[src/rtl/tccw_pkg.sv]
// Shared constants, types and helpers for the text console character writer.
`timescale 1ns / 1ps

package tccw_pkg;

    localparam int COLUMNS_DEFAULT = 80;
    localparam int ROWS_DEFAULT    = 25;

    localparam int MODE_W       = 2;
    localparam int CHAR_W       = 8;
    localparam int COLOR_W      = 4;
    localparam int COLUMN_W     = 7;
    localparam int LINE_W       = 5;
    localparam int CURSOR_LOC_W = 11;
    localparam int CELL_W       = 16;
    localparam int CFG_INDEX_W  = 1;

    localparam logic [MODE_W-1:0] MODE_WRITE_CHAR = 2'd0;
    localparam logic [MODE_W-1:0] MODE_SET_CURSOR = 2'd1;
    localparam logic [MODE_W-1:0] MODE_CLEAR      = 2'd2;
    localparam logic [MODE_W-1:0] MODE_READ_CELL  = 2'd3;

    localparam logic [CFG_INDEX_W-1:0] CFG_DEFAULT_BACK = 1'd0;
    localparam logic [CFG_INDEX_W-1:0] CFG_DEFAULT_FORE = 1'd1;

    localparam logic [CHAR_W-1:0] CH_BACKSPACE  = 8'h08;
    localparam logic [CHAR_W-1:0] CH_TAB        = 8'h09;
    localparam logic [CHAR_W-1:0] CH_LF         = 8'h0A;
    localparam logic [CHAR_W-1:0] CH_CR         = 8'h0D;
    localparam logic [CHAR_W-1:0] CH_SPACE      = 8'h20;
    localparam logic [CHAR_W-1:0] CH_PRINT_LAST = 8'h7F;

    localparam logic [CELL_W-1:0]  BLANK_CELL         = 16'h0F20;
    localparam logic [COLOR_W-1:0] DEFAULT_BACK_RESET = 4'd0;
    localparam logic [COLOR_W-1:0] DEFAULT_FORE_RESET = 4'd15;

    localparam logic [1:0] SWEEP_INIT   = 2'd0;
    localparam logic [1:0] SWEEP_CLEAR  = 2'd1;
    localparam logic [1:0] SWEEP_SCROLL = 2'd2;

    typedef struct packed {
        logic       accept;
        logic       sweep_run;
        logic [1:0] sweep_kind;
        logic       finish;
    } tccw_cmd_t;

    typedef struct packed {
        logic clear_req;
        logic scroll_req;
        logic sweep_done;
        logic out_free;
    } tccw_status_t;

    function automatic logic [CELL_W-1:0] make_cell(
        input logic [COLOR_W-1:0] back,
        input logic [COLOR_W-1:0] fore,
        input logic [CHAR_W-1:0]  ch
    );
        return {back, fore, ch};
    endfunction

endpackage

[src/rtl/tccw_ctrl.sv]
// Controller state machine: item acceptance, screen sweeps and result hand-off.
`timescale 1ns / 1ps

module tccw_ctrl
    import tccw_pkg::*;
(
    input  logic         clk,
    input  logic         rst_n,
    input  logic         in_valid,
    output logic         in_stall,
    input  tccw_status_t status,
    output tccw_cmd_t    cmd
);

    localparam logic [2:0] ST_INIT   = 3'd0;
    localparam logic [2:0] ST_IDLE   = 3'd1;
    localparam logic [2:0] ST_SCROLL = 3'd2;
    localparam logic [2:0] ST_CLEAR  = 3'd3;
    localparam logic [2:0] ST_FINISH = 3'd4;

    logic [2:0] state_reg;
    logic [2:0] state_next;

    always_comb
    begin
        state_next     = state_reg;
        cmd.accept     = 1'b0;
        cmd.sweep_run  = 1'b0;
        cmd.sweep_kind = SWEEP_INIT;
        cmd.finish     = 1'b0;
        case (state_reg)
            ST_INIT:
            begin
                cmd.sweep_run  = 1'b1;
                cmd.sweep_kind = SWEEP_INIT;
                if (status.sweep_done)
                begin
                    state_next = ST_IDLE;
                end
            end
            ST_IDLE:
            begin
                if (in_valid)
                begin
                    cmd.accept = 1'b1;
                    if (status.clear_req)
                    begin
                        state_next = ST_CLEAR;
                    end
                    else if (status.scroll_req)
                    begin
                        state_next = ST_SCROLL;
                    end
                    else
                    begin
                        state_next = ST_FINISH;
                    end
                end
            end
            ST_SCROLL:
            begin
                cmd.sweep_run  = 1'b1;
                cmd.sweep_kind = SWEEP_SCROLL;
                if (status.sweep_done)
                begin
                    state_next = ST_FINISH;
                end
            end
            ST_CLEAR:
            begin
                cmd.sweep_run  = 1'b1;
                cmd.sweep_kind = SWEEP_CLEAR;
                if (status.sweep_done)
                begin
                    state_next = ST_FINISH;
                end
            end
            ST_FINISH:
            begin
                if (status.out_free)
                begin
                    cmd.finish = 1'b1;
                    state_next = ST_IDLE;
                end
            end
            default:
            begin
                state_next = ST_INIT;
            end
        endcase
    end

    assign in_stall = (state_reg != ST_IDLE);

    always_ff @(posedge clk or negedge rst_n)
    begin
        if (!rst_n)
        begin
            state_reg <= ST_INIT;
        end
        else
        begin
            state_reg <= state_next;
        end
    end

    // A scroll only ever starts from an accepted character that ran off the last row.
    a_scroll_entry: assert property (@(posedge clk) disable iff (!rst_n)
        (state_reg == ST_SCROLL) && ($past(state_reg) != ST_SCROLL)
        |-> $past(cmd.accept && status.scroll_req))
        else $error("scroll sweep entered without a scrolling item");

    // While items are taken no sweep may be touching the screen store.
    a_no_sweep_when_open: assert property (@(posedge clk) disable iff (!rst_n)
        !in_stall |-> !cmd.sweep_run)
        else $error("sweep running while the input is open");

endmodule

[config.mk]
export PLATFORM = sky130hd
export DESIGN_NAME = tccw_ctrl
export DESIGN_NICKNAME = d
export VERILOG_FILES = /design/src/rtl/tccw_pkg.sv /design/src/rtl/tccw_ctrl.sv
export SDC_FILE = /design/constraint.sdc
export NUM_CORES = 1
export LEC_CHECK = 0
export BUFFER_PORTS_ARGS = -buffer_cell sky130_fd_sc_hd__buf_2
export CORE_AREA = 2 2 39 41
export DETAILED_ROUTE_END_ITERATION = 16
export DIE_AREA = 0 0 41 43
export GPL_TIMING_DRIVEN = 0
export PLACE_DENSITY = 0.4
export SETUP_SLACK_MARGIN = 0.1
export SLEW_MARGIN = 20
export SYNTH_ARGS = -nofsm -noshare
export SYNTH_HDL_FRONTEND = slang
export SYNTH_SLANG_ARGS = --single-unit
export TNS_END_PERCENT = 100
[constraint.sdc]
create_clock -name clk -period 2.4 [get_ports clk]
set_input_delay 0.72 -clock clk [delete_from_list [all_inputs] [get_ports clk]]
set_output_delay 0.72 -clock clk [all_outputs]
set_load 0.005 [all_outputs]
# Word level (Yosys, flattened, before mapping)
# Index checks and enable logic that the tools add are counted.
# Widths: inputs -> output; s select.
dict set report totals {
  romBits 0
  ram_bits 0
  memories 0
  latchBits 0
  reg_bits 3
  in_bits 7
  wordCells 25
  out_inout_bits 6
}
dict set report classes {
  eq_ne 9
  addsub 0
  shifts 0
  mux 12
  reduce_logical 3
  bitwise_logic 0
  multipliers 0
  n_lt_le_gt_ge 0
  div 0
}
# op n
set ops {}
lappend ops {{$mux 3} 6}
lappend ops {{$pmux 3 s4} 1}
lappend ops {{$pmux 3 s3} 1}
lappend ops {{$eq 3x2->1 const B} 2}
lappend ops {{$ne 2x2->1 const B} 3}
lappend ops {{$mux 1} 4}
lappend ops {{$reduce_and 4->1} 1}
lappend ops {{$eq 3x1->1 const B} 1}
lappend ops {{$eq 3x3->1 const B} 1}
lappend ops {{$logic_not 3->1} 1}
lappend ops {{$ne 3x1->1 const B} 1}
lappend ops {{$ne 2x1->1 const B} 1}
lappend ops {{$reduce_or 2->1} 1}

# Longest topological paths before layout
# Gate-level depths: netlist of the first run.
dict set report depth {
  depth_word 4
  depth_mapped 5
  mapped_depth_nobuf 5
}

# Worst setup path before layout of the first run
# Ideal clock, no wire load.
dict set report synth_timing {
  path_type {in2reg}
  from {input status[1] in the netlist's numbering}
  to {register state_reg[1]}
  setup_ps 125
  n_path_buf 0
  t_arrival_ps 1485
  cell_stages 3
  slack_ps 790
  required_ps 2275
  path_cell_list {or3_1 -> o311a_2 -> mux2_4}
}
dict set report synth_between {
  elab_chain_cells 2
  elab_cells_between_ends 3
  classes_between {eq/ne (2); reduce/logical (1)}
}
# item line_no
set synth_lines {}
lappend synth_lines {{from (decl)} tccw_ctrl.sv:11} ;# input tccw_status_t status,
lappend synth_lines {{$ne 2x2->1 (no source line) or $ne 2x1->1 (tied branches)} n/a}
lappend synth_lines {{$reduce_and 4->1 (no source line) (*)} n/a}
lappend synth_lines {{to (signal assigned)} tccw_ctrl.sv:103} ;# state_reg <= state_next;
lappend synth_lines {{to (decl)} tccw_ctrl.sv:21} ;# logic [2:0] state_reg;
# Every way passes the cells marked *; elsewhere a longest branch is shown, timed or not.
# A chain may end at the register's enable or synchronous reset.

==> results of run 1 <==
-- layout make-up --
type | count | area (sq um) | share of cell area, %
timing repair buffer | 12 | 60.1 | 18.0
tap | 16 | 20.0 | 6.02
buffer | 1 | 11.3 | 3.38
inverter | 2 | 7.51 | 2.26
clock buffer | 4 | 26.3 | 7.89
multi-input combinational | 20 | 133 | 39.8
sequential | 3 | 75.1 | 22.6
-- cell usage after synthesis --
master and number:
dfrtp_1 3, buf_6 1, or3_1 1, nand2b_1 1, a21oi_1 2, nor3b_1 2
mux2_4 1, nand3b_1 1, mux2i_1 1, nor2_1 6, and3_1 1, a21bo_1 1
inv_1 2, and2_1 1, o311a_2 1, nor2b_1 1
-- power by group --
part,internal [mW],switching [mW],total [mW],leakage [nW]
sequential,0.0726,0.0255,0.0981,0.0379
clock,0.0623,0.0261,0.0884,0.0150
combinational,0.117,0.0982,0.215,0.134
total,0.252,0.150,0.401,0.187
-- per-layer routing --
metal,GRT usage [%],vias up,routed length (um)
li1,-,119,-
met5,0,-,0
met2,9.38,5,276
met3,3.14,0,15
met1,8.74,99,222
met4,12.0,0,0
-- cell families after synthesis --
| group | Yosys count |
|---|---|
| AOI/OAI and AO/OA | 4 |
| DFF | 3 |
| muxes | 2 |
| buffers and inverters | 3 |
| and+or+nand+nor | 14 |
-- metrics by stage --
stage | area (sq um) | instances
after floorplan | 226 | 26
final | 333 | 58
after global placement | 307 | 54
after global routing | 333 | 58
after CTS | 333 | 58
after detailed placement | 307 | 54
-- critical path, delay by kind of cell (launching register included) --
family | cells | cell delay, ns
simple gates | 3 | 0.49
buf+inv | 1 | 0.10
flops | 1 | 0.42
-- worst max-delay path by stage --
stage,from,to,cells past startpoint
4_1_cts,state_reg[1]$_DFFE_PN0P_,cmd[4],4
3_5_place_dp,status[0],cmd[0],3
5_1_grt,state_reg[1]$_DFFE_PN0P_,cmd[4],4
2_1_floorplan,status[1],state_reg[1]$_DFFE_PN0P_,3
3_3_place_gp,status[0],cmd[0],3
6_report,state_reg[1]$_DFFE_PN0P_,cmd[4],4
==> results.md, run 1 <==
- Final Hold Viols: 0
- Clock buffer depth: 2
- Share of the synthesized area in the top cell type: 33.1%
- WHS: 0.274 ns
- Xor and xnor fraction of the mapped netlist area: 0%
- Worst Max-Slew Pin Slew: 0.184 ns
- Area growth from synthesis to layout: 47.0%
- Min-delay worst type: in -> async
- Largest family of logic cells by synthesized area: simple AND/OR/NAND/NOR gates
- CTS buffer count: 3
- CTS resizes: 0
- Setup WS post-layout: 0.426 ns
- Status: completed
- Post-synthesis compound-gate area fraction: 13.8%
- Mapped Nets: 33
- Vias: 223
- N_diodes: 0
- Global route overflow: 0
- Most frequent cells in the layout: buf_2 (12), nor2_1 (6), clkbuf_4 (3), dfrtp_1 (3)
- DRT iter0 DRCs: 4
- Static Leak: 0.187 nW
- # DRC: 0
- Clk root buf: clkbuf_4
- Port-buffer cells: 12
- Antenna violations before repair: 0
- Post-synth top area cell: dfrtp_1
- Htree depth: 1
- Drt wl/cell: 8.86 um
- Filler cell count: 171
- Post-placement setup slack: 0.588 ns
- F_max: 507 MHz
- Final antenna-violating net count: 0
- Initial Util: 16.4%
- Setup_tns: 0 ns
- Max Fanout on Critical Path: 7
- Vias in the first global route: 228
- Synth Area in Simple Gates: 33.7%
- Reg2reg end: state_reg[1]$_DFFE_PN0P_
- Final Max Slew Viols: 0
- Post-synthesis sequential area ratio: 33.1%
- Worst Reg-to-Reg Cells: 4
- Largest register FFs: 3
- # hold bufs at CTS: 0
- Peak supply drop: 238 uV
- GPL Wtd Cong: 0.721
- Slew HR: 87.7%
- YS warnings: 0
- Worst EP arrival: 1.25 ns
- Total wire length: 514 um
- Layout cells sized above 1: 42.9%
- Num rows: 14
- Register clock-pin slew on the reported worst setup and hold paths: 0.04 ns
- Router iterations before antenna repair: 2
- Critical path class: reg -> out
- Worst endpoint required time: 1.68 ns
- HPWL Detailed: 415 um
- DIE AREA: 1760 sq um
- Setup Skew: 0.00129 ns
- Core area: 1380 sq um
- Synthesized area: 226 sq um
- IO Pins: 13
- Layout net count: 50
- Fin crit period: 1.97 ns
- Post-Synthesis Cells: 26
- Max stage delay cell, worst path: dfrtp_1
- Mean Syn Cell Area: 8.71 sq um
- CTS sink count: 3
- Die width: 41 um
- RR Startpoint: state_reg[0]$_DFFE_PN0P_
- Multiplexer share of the synthesized area: 11.0%
- Skew-Pair Late Insertion Delay: 0.23 ns
- Critical path endpoint category: output port
- Period utilization: 82.2%
- Adder-Cell Fraction of Synth Area: 0%
- Max-cap check violation count: 0
- #FFs+latches synth: 3
- Unrepaired setup endpoints after global routing: no
- CP Cell Sequence: nand2b_1 -> nor2_1 -> and2_1 -> buf_2
- TritonCTS clock tree: done
- GRT Total Usage: 8.15%
- Largest net degree at the start of global routing: 10
- Crit start category: flop
- Distinct cells, synth: 16
- First-pass GRT wire length: 862 um
- Commonest non-fill, non-tap cell in the layout: buf_2
- Fin util: 24.1%
- Post-CTS Setup Repair Bufs: 0
- Die Y: 43 um
- Power per cell area: 1210 nW/um^2
- Flop-to-flop setup slack: 0.93 ns
- Pwr Total: 0.401 mW
- Final setup vio count: 0
- DR vias/cell: 3.84
- Crit-path max cell delay: 0.42 ns
- Area contributors post-synth: dfrtp_1 (33%), nor2_1 (9.9%), mux2_4 (6.6%)
Power figures use the tool's default switching activity.
==> inputs of run 2 (changes only) <==
==> constraint.sdc (replaced) <==
create_clock -name clk -period 1.9 [get_ports clk]
set_input_delay 0.57 -clock clk [delete_from_list [all_inputs] [get_ports clk]]
set_output_delay 0.57 -clock clk [all_outputs]
set_load 0.005 [all_outputs]
==> run 2 against run 1 <==
Worst setup slack worse by 0.26 ns; count of clock-buffer cells in the layout unchanged; global-route usage increased by 0.10 points; total power is 43% higher; non-clock buffer count grew 3; register-to-register slack worse by 0.53 ns; sequential share of layout area down 2.0 points; sequential power up 29%; core utilization up 2.4 points; critical path type unchanged; highest routed layer unchanged.
==> results.md, run 2 (same netlist as run 1, synthesis figures left out) <==
- Skew-Pair Late Insertion Delay: 0.23 ns (about the same)
- IO Pins: 13 (unchanged)
- Global route overflow: 0 (unchanged)
- Worst EP arrival: 1.16 ns (-0.09 ns)
- Commonest non-fill, non-tap cell in the layout: buf_2
- Die width: 41 um (unchanged)
- Largest register FFs: 3 (unchanged)
- Critical path endpoint category: output port
- Core area: 1380 sq um (unchanged)
- Worst endpoint required time: 1.33 ns (-0.35 ns)
- Vias in the first global route: 234 (+2.6%)
- Htree depth: 1 (unchanged)
- Slew HR: 83.4% (-4.2 points)
- Most frequent cells in the layout: buf_2 (12), nor2_1 (5), clkbuf_4 (3), buf_4 (3), dfrtp_1 (3)
- DR vias/cell: 3.90 (+1.5%)
- HPWL Detailed: 415 um (unchanged)
- Critical path class: reg -> out
- Final Hold Viols: 0 (unchanged)
- Fin util: 26.4% (+2.4 points)
- Layout Cells excl Fill: 61 (+5.2%)
- Seq. cell area: 75.1 sq um (unchanged)
- Fin crit period: 1.73 ns
- Max Fanout on Critical Path: 4 (-3)
- # DRC: 0 (unchanged)
- Static Leak: 0.205 nW (+9.6%)
- Vias: 238 (+6.7%)
- GRT Total Usage: 8.25% (+0.10 points)
- CTS buffer count: 3 (unchanged)
- DRT iter0 DRCs: 4 (unchanged)
- F_max: 577 MHz
- Final antenna-violating net count: 0 (unchanged)
- Layout net count: 53 (+6.0%)
- Placed cell count: 54 (unchanged)
- Power per cell area: 1570 nW/um^2 (+30%)
- Register clock-pin slew on the reported worst setup and hold paths: 0.04 ns (about the same)
- WHS: 0.124 ns (-0.150 ns)
- Peak supply drop: 338 uV (+42%)
- Filler cell count: 169 (-1.2%)
- Status: completed
- CTS sink count: 3 (unchanged)
- GPL Wtd Cong: 0.721 (unchanged)
- Antenna violations before repair: 0 (unchanged)
- Setup Skew: 0.00160 ns (+0.000316 ns)
- Max-cap check violation count: 0 (unchanged)
- Design area: 365 sq um (+9.8%)
- Final setup vio count: 0 (unchanged)
- Placed Area: 307 sq um (unchanged)
- TritonCTS clock tree: done
- N_diodes: 0 (unchanged)
- Min-delay worst type: in -> async
- Num rows: 14 (unchanged)
- Final Max Slew Viols: 0 (unchanged)
- Setup_tns: 0 ns (unchanged)
- Multi-input logic area: 143 sq um (+7.5%)
- Layout cells sized above 1: 51.1% (+8.3 points)
- Clock buffer depth: 2 (unchanged)
- DIE AREA: 1760 sq um (unchanged)
- Period utilization: 91.3%
- Port-buffer cells: 12 (unchanged)
- Clk root buf: clkbuf_4
- Worst Max-Slew Pin Slew: 0.248 ns (+0.0644 ns)
- First-pass GRT wire length: 876 um (+1.6%)
- # hold bufs at CTS: 0 (unchanged)
- Total wire length: 549 um (+6.8%)
- Drt wl/cell: 9.00 um (+1.6%)
- Initial Util: 16.4% (unchanged)
- Router iterations before antenna repair: 4 (+2)
- Die Y: 43 um (unchanged)
- Crit start category: flop
- Unrepaired setup endpoints after global routing: no
- Largest net degree at the start of global routing: 10 (unchanged)
- Area growth from synthesis to layout: 61.3%
==> run 2: worst max-delay path, stage by stage (launching register included) <==
cell and delay [ns]:
dfrtp_1 0.40, nand2b_4 0.16, nor2_2 0.14, and2_1 0.13, buf_2 0.10
==> run 2: final timing paths <==
check                                    startpoint                  endpoint  slack, ns  depth (start not counted)
max                        state_reg[1]$_DFFE_PN0P_                    cmd[4]       0.17                          4
min                                           rst_n  state_reg[1]$_DFFE_PN0P_       0.12                          1
max reg2reg                state_reg[0]$_DFFE_PN0P_  state_reg[1]$_DFFE_PN0P_       0.40                          4
min reg2reg                state_reg[0]$_DFFE_PN0P_  state_reg[0]$_DFFE_PN0P_       0.67                          2
max in group asynchronous                     rst_n  state_reg[0]$_DFFE_PN0P_       1.67                          1
min in group clk                          status[3]  state_reg[0]$_DFFE_PN0P_       0.66                          3
==> run 2: timing repair <==
| action | CTS | global route |
|---|---|---|
| setup buffers | 2 | 1 |
| endpoints found under the setup margin | 2 | 1 |
| pin swaps | 0 | 1 |
| resized for setup | 1 | 1 |
==> run 2: cell type report <==
type | count | share of cell area, %
plain buffers | 1 | 3.08
clock buffers | 4 | 7.19
inverters | 2 | 2.05
multi-input cells | 20 | 39.0
flip-flops and latches | 3 | 20.5
well taps | 16 | 5.48
repair buffers | 15 | 22.6
==> run 2: through the flow <==
step           setup slack [ns]  total power [mW]
2_1_floorplan             0.440             0.316
3_3_place_gp              0.289             0.408
3_5_place_dp              0.314             0.401
4_1_cts                   0.145             0.546
5_1_grt                  0.0938             0.630
6_report                  0.166             0.573
==> run 2: layer usage <==
| layer | share of wire, % | track usage, % | wire, um | vias up |
|---|---|---|---|---|
| li1 | - | - | - | 126 |
| met5 | 0 | 0 | 0 | - |
| met4 | 0 | 12.0 | 0 | 0 |
| met1 | 42 | 8.74 | 232 | 107 |
| met3 | 2.7 | 3.14 | 15 | 0 |
| met2 | 55 | 9.69 | 302 | 5 |
==> run 2: where the power goes <==
part | total [mW] | leakage, nW | internal (mW) | switching (mW)
Sequential | 0.127 | 0.0379 | 0.0917 | 0.0348
Clock | 0.112 | 0.0150 | 0.0787 | 0.0330
Combinational | 0.335 | 0.152 | 0.194 | 0.141
Total | 0.573 | 0.205 | 0.365 | 0.209
==> inputs of run 3 (changes only) <==
--- a/config.mk
+++ b/config.mk
@@ -9,7 +9,6 @@
 export CORE_AREA = 2 2 39 41
 export DETAILED_ROUTE_END_ITERATION = 16
 export DIE_AREA = 0 0 41 43
-export GPL_TIMING_DRIVEN = 0
 export PLACE_DENSITY = 0.4
 export SETUP_SLACK_MARGIN = 0.1
 export SLEW_MARGIN = 20
==> run 3 against run 2 <==
First-iteration DRC count stayed put; wire length is 2.2% higher; fmax is 0.77% higher; die area stayed put; cell count is 4.9% lower; worst setup slack better by 0.013 ns; sequential cell count stayed put; critical path depth stayed put; global-route usage hardly changed; design area is 6.8% lower; non-clock buffer count is 3 lower; register-to-register slack hardly changed.
==> results.md, run 3 (same netlist as run 1, synthesis figures left out) <==
- Worst EP arrival: 1.15 ns (about the same)
- Setup WS post-layout: 0.179 ns (+0.0132 ns)
- Fin crit period: 1.72 ns (-0.0132 ns)
- Router iterations before antenna repair: 2 (-2)
- Commonest non-fill, non-tap cell in the layout: buf_2
- Crit start category: flop
- Num rows: 14 (unchanged)
- Final setup vio count: 0 (unchanged)
- IO Pins: 13 (unchanged)
- Vias in the first global route: 233 (-0.43%)
- Status: completed
- Largest register FFs: 3 (unchanged)
- TritonCTS clock tree: done
- Die width: 41 um (unchanged)
- Port-buffer cells: 12 (unchanged)
- Max-cap check violation count: 0 (unchanged)
- F_max: 581 MHz (+0.77%)
- Clk root buf: clkbuf_4
- Layout net count: 50 (-5.7%)
- Critical path endpoint category: output port
- Period utilization: 90.6% (-0.69 points)
- Layout cells sized above 1: 50.0% (-1.1 points)
- Clock buffer depth: 2 (unchanged)
- Critical path class: reg -> out
- Min-delay worst type: in -> async
- Area growth from synthesis to layout: 50.3%
- # DRC: 0 (unchanged)
- Drt wl/cell: 9.67 um (+7.5%)
- Antenna violations before repair: 0 (unchanged)
- CTS sink count: 3 (unchanged)
- Vias: 235 (-1.3%)
- DIE AREA: 1760 sq um (unchanged)
- Slew HR: 81.3% (-2.1 points)
- Max Fanout on Critical Path: 3 (-1)
- Final Hold Viols: 0 (unchanged)
- Setup Skew: 0.000215 ns (-0.00139 ns)
- Post-placement setup slack: 0.299 ns (-0.0144 ns)
- N_diodes: 0 (unchanged)
- Global route overflow: 0 (unchanged)
- Unrepaired setup endpoints after global routing: no
- Skew-Pair Late Insertion Delay: 0.23 ns (about the same)
- Static Leak: 0.188 nW (-8.3%)
- Largest net degree at the start of global routing: 10 (unchanged)
- Pwr Total: 0.533 mW (-7.1%)
- DR vias/cell: 4.05 (+3.8%)
- Worst Max-Slew Pin Slew: 0.280 ns (+0.0314 ns)
- Htree depth: 1 (unchanged)
- Core area: 1380 sq um (unchanged)
- Placed Area: 295 sq um (-3.7%)
- Worst endpoint required time: 1.33 ns (about the same)
- Design area: 340 sq um (-6.8%)
- Peak supply drop: 301 uV (-11%)
- Flop-to-flop setup slack: 0.39 ns (about the same)
- # hold bufs at CTS: 0 (unchanged)
- Total wire length: 561 um (+2.2%)
- Final Max Slew Viols: 0 (unchanged)
- Most frequent cells in the layout: buf_2 (12), nor2_1 (5), clkbuf_4 (3)
- Setup_tns: 0 ns (unchanged)
- CTS buffer count: 3 (unchanged)
- GPL Wtd Cong: 0.721 (unchanged)
- GRT Total Usage: 8.26% (+0.0083 points)
- Power per cell area: 1570 nW/um^2 (-0.28%)
- Register clock-pin slew on the reported worst setup and hold paths: 0.04 ns (about the same)
- DRT iter0 DRCs: 4 (unchanged)
- Die Y: 43 um (unchanged)
- First-pass GRT wire length: 897 um (+2.4%)
- HPWL Detailed: 402 um (-3.0%)
- Initial Util: 16.4% (unchanged)
- Final antenna-violating net count: 0 (unchanged)
[run 3: changes by cell type in the layout (fill, tap and decap cells not counted)]
cell     delta
dfrtp_1     -1
buf_4       -2
dfrtp_2     +1
buf_6       -1
[run 3: cell type report]
| cell class | instances | area (sq um) |
|---|---|---|
| fill | 162 | 1040 |
| inverter | 2 | 7.51 |
| timing repair buffer | 13 | 67.6 |
| sequential | 3 | 76.3 |
| tap | 16 | 20.0 |
| clock buffer | 4 | 26.3 |
| multi-input combinational | 20 | 143 |
[run 3: routing by layer]
metal	vias up	GRT usage, %	part of all wire, %
li1	121	-	-
met1	109	9.74	42
met2	5	10.6	54
met3	0	3.14	3.2
met4	0	8.00	0
met5	-	0	0
[run 3: path summary, 6_finish.rpt]
path                                          startpoint                  endpoint  depth (start not counted)
worst max-delay path            state_reg[1]$_DFFE_PN0P_                    cmd[4]                          4
worst min register to register  state_reg[1]$_DFFE_PN0P_  state_reg[1]$_DFFE_PN0P_                          2
worst max register to register  state_reg[0]$_DFFE_PN0P_  state_reg[1]$_DFFE_PN0P_                          4
min in group clk                state_reg[1]$_DFFE_PN0P_  state_reg[1]$_DFFE_PN0P_                          2
max in group asynchronous                          rst_n  state_reg[1]$_DFFE_PN0P_                          1
worst min-delay path                               rst_n  state_reg[0]$_DFFE_PN0P_                          1
[run 3: power by group]
group          internal (mW)  switching (mW)  leakage [nW]
logic                  0.157           0.123         0.136
clock network         0.0787          0.0326        0.0150
registers             0.0931          0.0481        0.0365
[run 3: critical path, cell delays in order, from the launching register on]
cell and delay [ns]:
dfrtp_2 0.41, nand2b_4 0.15, nor2_2 0.13, and2_1 0.13
buf_2 0.10
[run 3: per-stage QoR]
stage                     hold WS [ns]  std cells  utilization [%]
after detailed placement         0.368         53             21.3
after floorplan                  0.274         26                -
after global routing             0.111         58             24.6
final                            0.124         58             24.6
after CTS                        0.118         58             24.1
after global placement           0.368         53             21.3
[run 3: timing repair]
action / CTS / global route
buffers inserted: 1 / 0
endpoints found under the hold margin: 0 / 0
pin swaps: 1 / 1
endpoints found under the setup margin: 2 / 2
resized for setup: 2 / 1
